==> src/msis_pkg.sv <==
`default_nettype none

package msis_pkg;

  localparam int NoteCount    = 128;
  localparam int PatternCount = 19;
  localparam int Latency      = 7;

  localparam logic [4:0] ResetPattern = 5'd1;
  localparam logic [6:0] ResetRoot    = 7'd60;
  localparam logic [3:0] ResetBase    = 4'(ResetRoot % 12);

  typedef enum logic [0:0] {
    RegPattern = 1'b0,
    RegRoot    = 1'b1
  } cfg_reg_e;

  // per pattern: offset of the j-th scale note within the octave
  typedef logic [11:0][3:0] offset_row_t;
  typedef offset_row_t [PatternCount-1:0] offset_tbl_t;

  localparam logic [11:0] OffsetMasks [PatternCount] = '{
    12'hFFF, 12'hAB5, 12'h6AD, 12'h5AB, 12'hAD5, 12'h6B5, 12'h5AD, 12'h56B, 12'h9AD, 12'hAAD,
    12'h295, 12'h4A9, 12'h4E9, 12'hEB5, 12'hB6D, 12'hD53, 12'hAAB, 12'h9AB, 12'h9CD
  };

  function automatic offset_tbl_t build_offset_tbl();
    offset_tbl_t tbl;
    int c;
    tbl = '0;
    for (int p = 0; p < PatternCount; p++) begin
      c = 0;
      for (int i = 0; i < 12; i++) begin
        if (OffsetMasks[p][i]) begin
          tbl[p][c] = 4'(i);
          c++;
        end
      end
    end
    return tbl;
  endfunction

  localparam offset_tbl_t OffsetTbl = build_offset_tbl();

  function automatic logic [11:0] pattern_mask(logic [4:0] p);
    if (p < 5'(PatternCount)) begin
      return OffsetMasks[p];
    end
    return 12'h001;
  endfunction

  function automatic offset_row_t pattern_offsets(logic [4:0] p);
    if (p < 5'(PatternCount)) begin
      return OffsetTbl[p];
    end
    return '0;
  endfunction

  function automatic logic [3:0] ones12(logic [11:0] v);
    logic [3:0] c;
    c = '0;
    for (int i = 0; i < 12; i++) begin
      c = c + 4'(v[i]);
    end
    return c;
  endfunction

  // bits below position r set
  function automatic logic [11:0] low_bits(logic [3:0] r);
    logic [11:0] m;
    for (int i = 0; i < 12; i++) begin
      m[i] = (4'(i) < r);
    end
    return m;
  endfunction

  // {quotient, remainder} of v / 12 by reciprocal multiply and one correction
  function automatic logic [7:0] div12(logic [7:0] v);
    logic [13:0] prod;
    logic [3:0]  q;
    logic [7:0]  r;
    prod = 14'(v) * 14'd43;
    q    = prod[12:9];
    r    = v - 8'(q) * 8'd12;
    if (r >= 8'd12) begin
      q = q + 4'd1;
      r = r - 8'd12;
    end
    return {q, r[3:0]};
  endfunction

  // one restoring division step, returns {quotient bit, remainder}
  function automatic logic [4:0] div_step(logic [3:0] rem, logic bit_in, logic [3:0] k);
    logic [4:0] tmp;
    logic [4:0] diff;
    tmp  = {rem, bit_in};
    diff = tmp - {1'b0, k};
    if (tmp >= {1'b0, k}) begin
      return {1'b1, diff[3:0]};
    end
    return {1'b0, tmp[3:0]};
  endfunction

endpackage

`default_nettype wire

==> src/musical_scale_interval_stepper.sv <==
`default_nettype none

// Scale stepper: takes one request per clock (start_i) and never stalls the sender, so busy_o
// stays low. Each request gives exactly one result, shown for a single cycle with done_o;
// the receiver has no way to stall it. The path has seven register stages: octave split of the
// note, count of scale notes below it, add of the interval, a three-stage divide of the target
// position by the notes per octave, and the output register.
// Writes to the pattern and root registers take effect on the next cycle and must only happen
// while no request is in flight.
module musical_scale_interval_stepper #(
  parameter int NoteCount = msis_pkg::NoteCount
) (
  input  logic              clk_i,
  input  logic              rst_ni,
  input  logic              start_i,
  output logic              busy_o,
  input  logic [6:0]        from_note_i,
  input  logic signed [7:0] interval_steps_i,
  input  logic              cfg_we_i,
  input  logic [0:0]        cfg_idx_i,
  input  logic [6:0]        cfg_wdata_i,
  output logic              done_o,
  output logic [6:0]        to_note_o,
  output logic              in_range_o,
  output logic [6:0]        target_index_o,
  output logic [3:0]        scale_degree_o
);

  localparam logic [7:0] NoteLimit = 8'(NoteCount);

  typedef struct packed {
    logic       zero;
    logic       inr;
    logic [6:0] from;
    logic [6:0] below;
    logic [6:0] tgt;
  } carry_t;

  // scale setup, derived at write time
  logic [11:0]                mask_q;
  logic [3:0]                 k_q;
  msis_pkg::offset_row_t      row_q;
  logic [3:0]                 base_q;
  logic [7:0]                 root_div;

  assign root_div = msis_pkg::div12({1'b0, cfg_wdata_i});

  always_ff @(posedge clk_i or negedge rst_ni) begin
    if (!rst_ni) begin
      mask_q <= msis_pkg::pattern_mask(msis_pkg::ResetPattern);
      k_q    <= msis_pkg::ones12(msis_pkg::pattern_mask(msis_pkg::ResetPattern));
      row_q  <= msis_pkg::pattern_offsets(msis_pkg::ResetPattern);
      base_q <= msis_pkg::ResetBase;
    end else if (cfg_we_i) begin
      case (msis_pkg::cfg_reg_e'(cfg_idx_i))
        msis_pkg::RegPattern: begin
          mask_q <= msis_pkg::pattern_mask(cfg_wdata_i[4:0]);
          k_q    <= msis_pkg::ones12(msis_pkg::pattern_mask(cfg_wdata_i[4:0]));
          row_q  <= msis_pkg::pattern_offsets(cfg_wdata_i[4:0]);
        end
        msis_pkg::RegRoot: begin
          base_q <= root_div[3:0];
        end
        default: begin
        end
      endcase
    end
  end

  assign busy_o = 1'b0;

  // valid bits
  logic v1_q, v2_q, v3_q, v4_q, v5_q, v6_q, done_q;

  always_ff @(posedge clk_i or negedge rst_ni) begin
    if (!rst_ni) begin
      v1_q   <= 1'b0;
      v2_q   <= 1'b0;
      v3_q   <= 1'b0;
      v4_q   <= 1'b0;
      v5_q   <= 1'b0;
      v6_q   <= 1'b0;
      done_q <= 1'b0;
    end else begin
      v1_q   <= start_i;
      v2_q   <= v1_q;
      v3_q   <= v2_q;
      v4_q   <= v3_q;
      v5_q   <= v4_q;
      v6_q   <= v5_q;
      done_q <= v6_q;
    end
  end

  // stage 1: octave split of note and of scale end
  logic [7:0] lim_d, db_d, da_d, divb_d, diva_d;
  logic [3:0] octb1_q, remb1_q, octa1_q, rema1_q;
  logic [6:0] from1_q;
  logic [7:0] iv1_q;

  always_comb begin
    lim_d  = ({1'b0, from_note_i} >= NoteLimit) ? NoteLimit : {1'b0, from_note_i};
    db_d   = (lim_d > {4'b0, base_q}) ? (lim_d - {4'b0, base_q}) : 8'd0;
    da_d   = NoteLimit - {4'b0, base_q};
    divb_d = msis_pkg::div12(db_d);
    diva_d = msis_pkg::div12(da_d);
  end

  always_ff @(posedge clk_i) begin
    octb1_q <= divb_d[7:4];
    remb1_q <= divb_d[3:0];
    octa1_q <= diva_d[7:4];
    rema1_q <= diva_d[3:0];
    from1_q <= from_note_i;
    iv1_q   <= interval_steps_i;
  end

  // stage 2: scale notes below the input note and in the whole range
  logic [7:0] below_d, count_d;
  logic [7:0] below2_q, count2_q;
  logic [6:0] from2_q;
  logic [7:0] iv2_q;

  always_comb begin
    below_d = ({4'b0, octb1_q} * {4'b0, k_q})
            + {4'b0, msis_pkg::ones12(mask_q & msis_pkg::low_bits(remb1_q))};
    count_d = ({4'b0, octa1_q} * {4'b0, k_q})
            + {4'b0, msis_pkg::ones12(mask_q & msis_pkg::low_bits(rema1_q))};
  end

  always_ff @(posedge clk_i) begin
    below2_q <= below_d;
    count2_q <= count_d;
    from2_q  <= from1_q;
    iv2_q    <= iv1_q;
  end

  // stage 3: target position and range check
  logic signed [9:0] tgt_d;
  carry_t            c3_d, c3_q;

  always_comb begin
    tgt_d     = $signed({2'b00, below2_q}) + $signed({{2{iv2_q[7]}}, iv2_q});
    c3_d.zero = (iv2_q == 8'd0);
    c3_d.inr  = !tgt_d[9] && (tgt_d[8:0] < {1'b0, count2_q});
    c3_d.from = from2_q;
    c3_d.below = below2_q[6:0];
    c3_d.tgt  = tgt_d[6:0];
  end

  always_ff @(posedge clk_i) begin
    c3_q <= c3_d;
  end

  // stages 4..6: target / notes per octave, quotient bits 6..4, 3..2, 1..0
  carry_t     c4_q, c5_q, c6_q;
  logic [2:0] q4_d, q4_q;
  logic [4:0] q5_d, q5_q;
  logic [6:0] q6_d, q6_q;
  logic [3:0] r4_d, r4_q, r5_d, r5_q, r6_d, r6_q;
  logic [4:0] st4, st5, st6;

  always_comb begin
    r4_d = '0;
    q4_d = '0;
    st4  = '0;
    for (int i = 0; i < 3; i++) begin
      st4         = msis_pkg::div_step(r4_d, c3_q.tgt[6-i], k_q);
      r4_d        = st4[3:0];
      q4_d[2-i]   = st4[4];
    end
  end

  always_comb begin
    r5_d = r4_q;
    q5_d = {q4_q, 2'b00};
    st5  = '0;
    for (int i = 0; i < 2; i++) begin
      st5         = msis_pkg::div_step(r5_d, c4_q.tgt[3-i], k_q);
      r5_d        = st5[3:0];
      q5_d[1-i]   = st5[4];
    end
  end

  always_comb begin
    r6_d = r5_q;
    q6_d = {q5_q, 2'b00};
    st6  = '0;
    for (int i = 0; i < 2; i++) begin
      st6         = msis_pkg::div_step(r6_d, c5_q.tgt[1-i], k_q);
      r6_d        = st6[3:0];
      q6_d[1-i]   = st6[4];
    end
  end

  always_ff @(posedge clk_i) begin
    c4_q <= c3_q;
    q4_q <= q4_d;
    r4_q <= r4_d;
    c5_q <= c4_q;
    q5_q <= q5_d;
    r5_q <= r5_d;
    c6_q <= c5_q;
    q6_q <= q6_d;
    r6_q <= r6_d;
  end

  // stage 7: note from octave and offset, output register
  logic [10:0] oct12_d, note_d;
  logic [3:0]  off_d;
  logic [6:0]  to_note_d, index_d;
  logic        in_range_d;
  logic [3:0]  degree_d;
  logic [6:0]  to_note_q, index_q;
  logic        in_range_q;
  logic [3:0]  degree_q;

  always_comb begin
    oct12_d = ({4'b0, q6_q} << 3) + ({4'b0, q6_q} << 2);
    off_d   = (r6_q <= 4'd11) ? row_q[r6_q] : 4'd0;
    note_d  = {7'b0, base_q} + oct12_d + {7'b0, off_d};
    if (c6_q.zero) begin
      to_note_d  = c6_q.from;
      in_range_d = 1'b1;
      index_d    = c6_q.below;
      degree_d   = 4'd0;
    end else if (c6_q.inr) begin
      to_note_d  = note_d[6:0];
      in_range_d = 1'b1;
      index_d    = c6_q.tgt;
      degree_d   = r6_q + 4'd1;
    end else begin
      to_note_d  = '0;
      in_range_d = 1'b0;
      index_d    = '0;
      degree_d   = '0;
    end
  end

  always_ff @(posedge clk_i) begin
    to_note_q  <= to_note_d;
    in_range_q <= in_range_d;
    index_q    <= index_d;
    degree_q   <= degree_d;
  end

  assign done_o         = done_q;
  assign to_note_o      = to_note_q;
  assign in_range_o     = in_range_q;
  assign target_index_o = index_q;
  assign scale_degree_o = degree_q;

endmodule

`default_nettype wire

==> config.mk <==
export PLATFORM = sky130hd
export DESIGN_NAME = musical_scale_interval_stepper
export DESIGN_NICKNAME = d
export VERILOG_FILES = /design/src/msis_pkg.sv /design/src/musical_scale_interval_stepper.sv
export SDC_FILE = /design/constraint.sdc
export NUM_CORES = 1
export LEC_CHECK = 0
export CAP_MARGIN = 40
export CELL_PAD_IN_SITES_DETAIL_PLACEMENT = 2
export CELL_PAD_IN_SITES_GLOBAL_PLACEMENT = 2
export CORE_MARGIN = 4
export CORE_UTILIZATION = 43
export DETAILED_ROUTE_END_ITERATION = 10
export DONT_BUFFER_PORTS = 1
export PLACE_DENSITY = 0.89
export SLEW_MARGIN = 20
export SYNTH_ARGS = -nofsm -noshare
export SYNTH_HDL_FRONTEND = slang
export SYNTH_SLANG_ARGS = --single-unit
==> constraint.sdc <==
create_clock -name clk_i -period 8.6 [get_ports clk_i]
set_clock_uncertainty 0.15 [all_clocks]
set_input_delay 1.72 -clock clk_i [delete_from_list [all_inputs] [get_ports clk_i]]
set_output_delay 1.72 -clock clk_i [all_outputs]
set_load 0.03 [all_outputs]
==> metrics.cfg <==
[outcome]
status = finished, final reports clean

[drt]
num_vias = 11000
dr.pass1.iters = 5
wl_per_cell_um = 26.6
drcViolationCount = 0
drt_wl_total_um = 51400
antenna_left = 0
dr.first_iter.drc_count = 667
avgViaCountPerCell = 5.70

[critical_path]
cp_top_family = adder cells
cp_num_buf_inv = 5
cp-end-kind = flop
cp_common_cell = ha_1
cp.arrival_ns = 8.55
cpMaxStageDelayCell = fa_1
critPathMaxFanout = 4
required_ns = 8.91
slowest_delay_ns = 0.54
critPathLaunchType = input pin
worstSetupPathType = input pin to flop

[clock_network]
cts_inserted_buffers = 27
htree_levels = 1
hold_buffers = 0
cts-root-buf = clkbuf_16
clkSinkCount = 241
cts_buffer_depth = 3
clk_pin_slew_ns = 0.07
cts_tree = done
clkLatencyLatePin_ns = 0.58

[grt]
grt_pass1_vias = 13200
grt_first_pass_wirelength_um = 79100
grt_max_degree = 66
grt_remaining_overflow = 0
track_usage_pct = 27.8
antenna_found_initial = 2

[synthesis]
syn-num-nets = 1781
synth_compound_area_share_pct = 12.8
ys_warn_count = 0
synth_seq_area_share_pct = 34.9
synth_cell_types = 74
synth_edf_count = 0
avgSynthCellArea_um2 = 10.1
synth-seq-cells = 241
synthAdderAreaFrac_pct = 30.2
synth_top_flop_cell = dfxtp_1
postSynthCellCount = 1447
synthSimpleGateAreaFrac_pct = 9.36
synth_xor_area_share_pct = 4.57
synth_top_family_by_area = adder cells
synthesis.area_um2 = 14600
synthMuxAreaShare_pct = 2.19
async_flop_share_pct = 19.5

[run]
cap_viol_max_count = 0

[worst_hold_path]
hp-class = flop to flop

[layout]
layout.nets = 1795
finalNonFillerCells = 1931
drive_gt1_share_pct = 8.91
syn_to_final_growth_pct = 11.2
fin_util_pct = 48.4

[sta]
fmax_mhz = 121
finalHoldViolations = 0
worst_pin_slew_ns = 0.938
slew_violations = 0
maxSlewHeadroom_pct = 37.5
post-route-period-util_pct = 95.9
post-route-min-period_ns = 8.25
setup_violations = 0

[floorplan]
pin_count = 48
die-height_um = 192
core_area_um2 = 33400
fp.dieW_um = 192
initial_utilization_pct = 43.5
rows = 67
dieArea_um2 = 36900

[place]
gp_congestion = 0.856
place_inst = 1878
port_buffers = 0
dp_hpwl_um = 34200

[cells by family (layout without fill, tap and decap cells)]
kind of cell | after synthesis | in the layout
compound gates | 285 | 285
xor+xnor | 76 | 76
fa+ha+maj | 308 | 308
buf+inv | 226 | 261
flops | 241 | 241
mux | 28 | 28
other cells | 1 | 2
simple gates | 282 | 282
[metal layers]
layer / part of all wire, % / track usage, % / up-vias
li1: - / - / 4903
met3: 3.4 / 3.14 / 142
met5: 0 / 0 / -
met4: 4.2 / 10.7 / 0
met1: 37 / 29.7 / 5664
met2: 56 / 55.2 / 305
[timing repair]
action,in CTS,in global routing
endpoints found under the setup margin,2,6
gates resized for setup,1,6
setup buffers,0,2
[registers in the layout, indices dropped and copies added (netlist names), 5 cells and up]
name and cells:
from1_q 7, c6_q 23, q6_q 5, below2_q 8, iv2_q 8, row_q 21, count2_q 8, from2_q 7
target_index_o 7, iv1_q 8, to_note_o 7, c4_q 23, mask_q 11, c3_q 23, c5_q 23
[area by class of cell]
type                    instances  area [um^2]
clock inverters                17          267
fillers                      3379        17200
flip-flops and latches        241         5090
multi-input cells             980         8640
well taps                     448          561
repair buffers                 21          161
diodes                          1         2.50
inverters                     190          714
clock buffers                  33          771
[cells in the mapped netlist, types with 5 or more instances]
cell type	instances	area share [%]
xor2_1	27	1.6
nor2_1	56	1.4
dfrtp_1	26	4.5
clkbuf_1	31	0.80
a31oi_1	5	0.21
mux2i_1	12	0.82
a21oi_1	69	2.4
a22o_1	12	0.72
ha_1	234	20
dfxtp_1	194	27
nor2b_1	19	0.82
a211oi_1	5	0.26
mux2_2	13	1.0
o211ai_1	5	0.26
dfstp_2	21	3.8
fa_1	73	10
o21bai_1	7	0.36
nand3_1	12	0.41
o21ai_0	87	3.0
o41ai_1	5	0.30
nand2b_1	13	0.56
xnor2_1	49	2.9
o31a_1	8	0.48
and2_1	25	1.1
nor3_1	17	0.58
or3_1	6	0.26
o21a_1	14	0.72
inv_1	189	4.9
a21o_1	28	1.4
nand2_1	105	2.7
[layout by cell type (no fill, tap or decap), types with 4 or more instances in the layout]
master / count
bufinv_16: 6
mux2_2: 13
ha_1: 234
or3_1: 5
dfstp_2: 21
inv_1: 189
a31oi_1: 5
o31a_1: 8
a41o_1: 4
or2_2: 4
a21o_1: 28
xnor2_1: 49
nand3_1: 12
o21a_1: 14
o211ai_1: 5
a211oi_1: 4
nand2b_1: 12
mux2i_1: 12
nor3_1: 16
a22o_1: 12
buf_4: 20
dfxtp_1: 194
fa_1: 73
o41ai_1: 5
nor2_1: 56
a21oi_1: 68
nand4_1: 4
dfrtp_1: 26
nor2b_1: 19
nand2_1: 105
o21ai_0: 84
nor4_1: 4
xor2_1: 27
o21bai_1: 7
and2_1: 25
clkinv_2: 6
clkbuf_16: 29
[stage by stage]
step | TNS, ns | hold WS (ns) | area, um^2 | worst slack [ns]
2_1_floorplan | 0 | 0.160 | 14600 | 0.184
3_3_place_gp | 0 | 0.160 | 15100 | 0.105
3_5_place_dp | -2.43 | 0.163 | 15100 | -0.515
4_1_cts | 0 | 0.178 | 16200 | 0.0868
5_1_grt | -0.0144 | 0.183 | 16200 | -0.0144
6_report | 0 | 0.172 | 16200 | 0.353
[worst paths after layout]
| check | from | slack, ns | depth (start not counted) | to |
|---|---|---|---|---|
| max reg2reg | base_q[1] | 0.61 | 31 | remb1_q[3] |
| min reg2reg | q5_q[0] | 0.17 | 0 | q6_q[2] |
| min in group asynchronous | rst_ni | 0.69 | 0 | row_q[8] |
| max in group asynchronous | rst_ni | 7.41 | 0 | mask_q[5] |
| max | from_note_i[1] | 0.35 | 30 | remb1_q[3] |
| min | q5_q[0] | 0.17 | 0 | q6_q[2] |
Power is not shown: default switching activity piles up to over one toggle a cycle in this logic, so the estimate is an artifact.
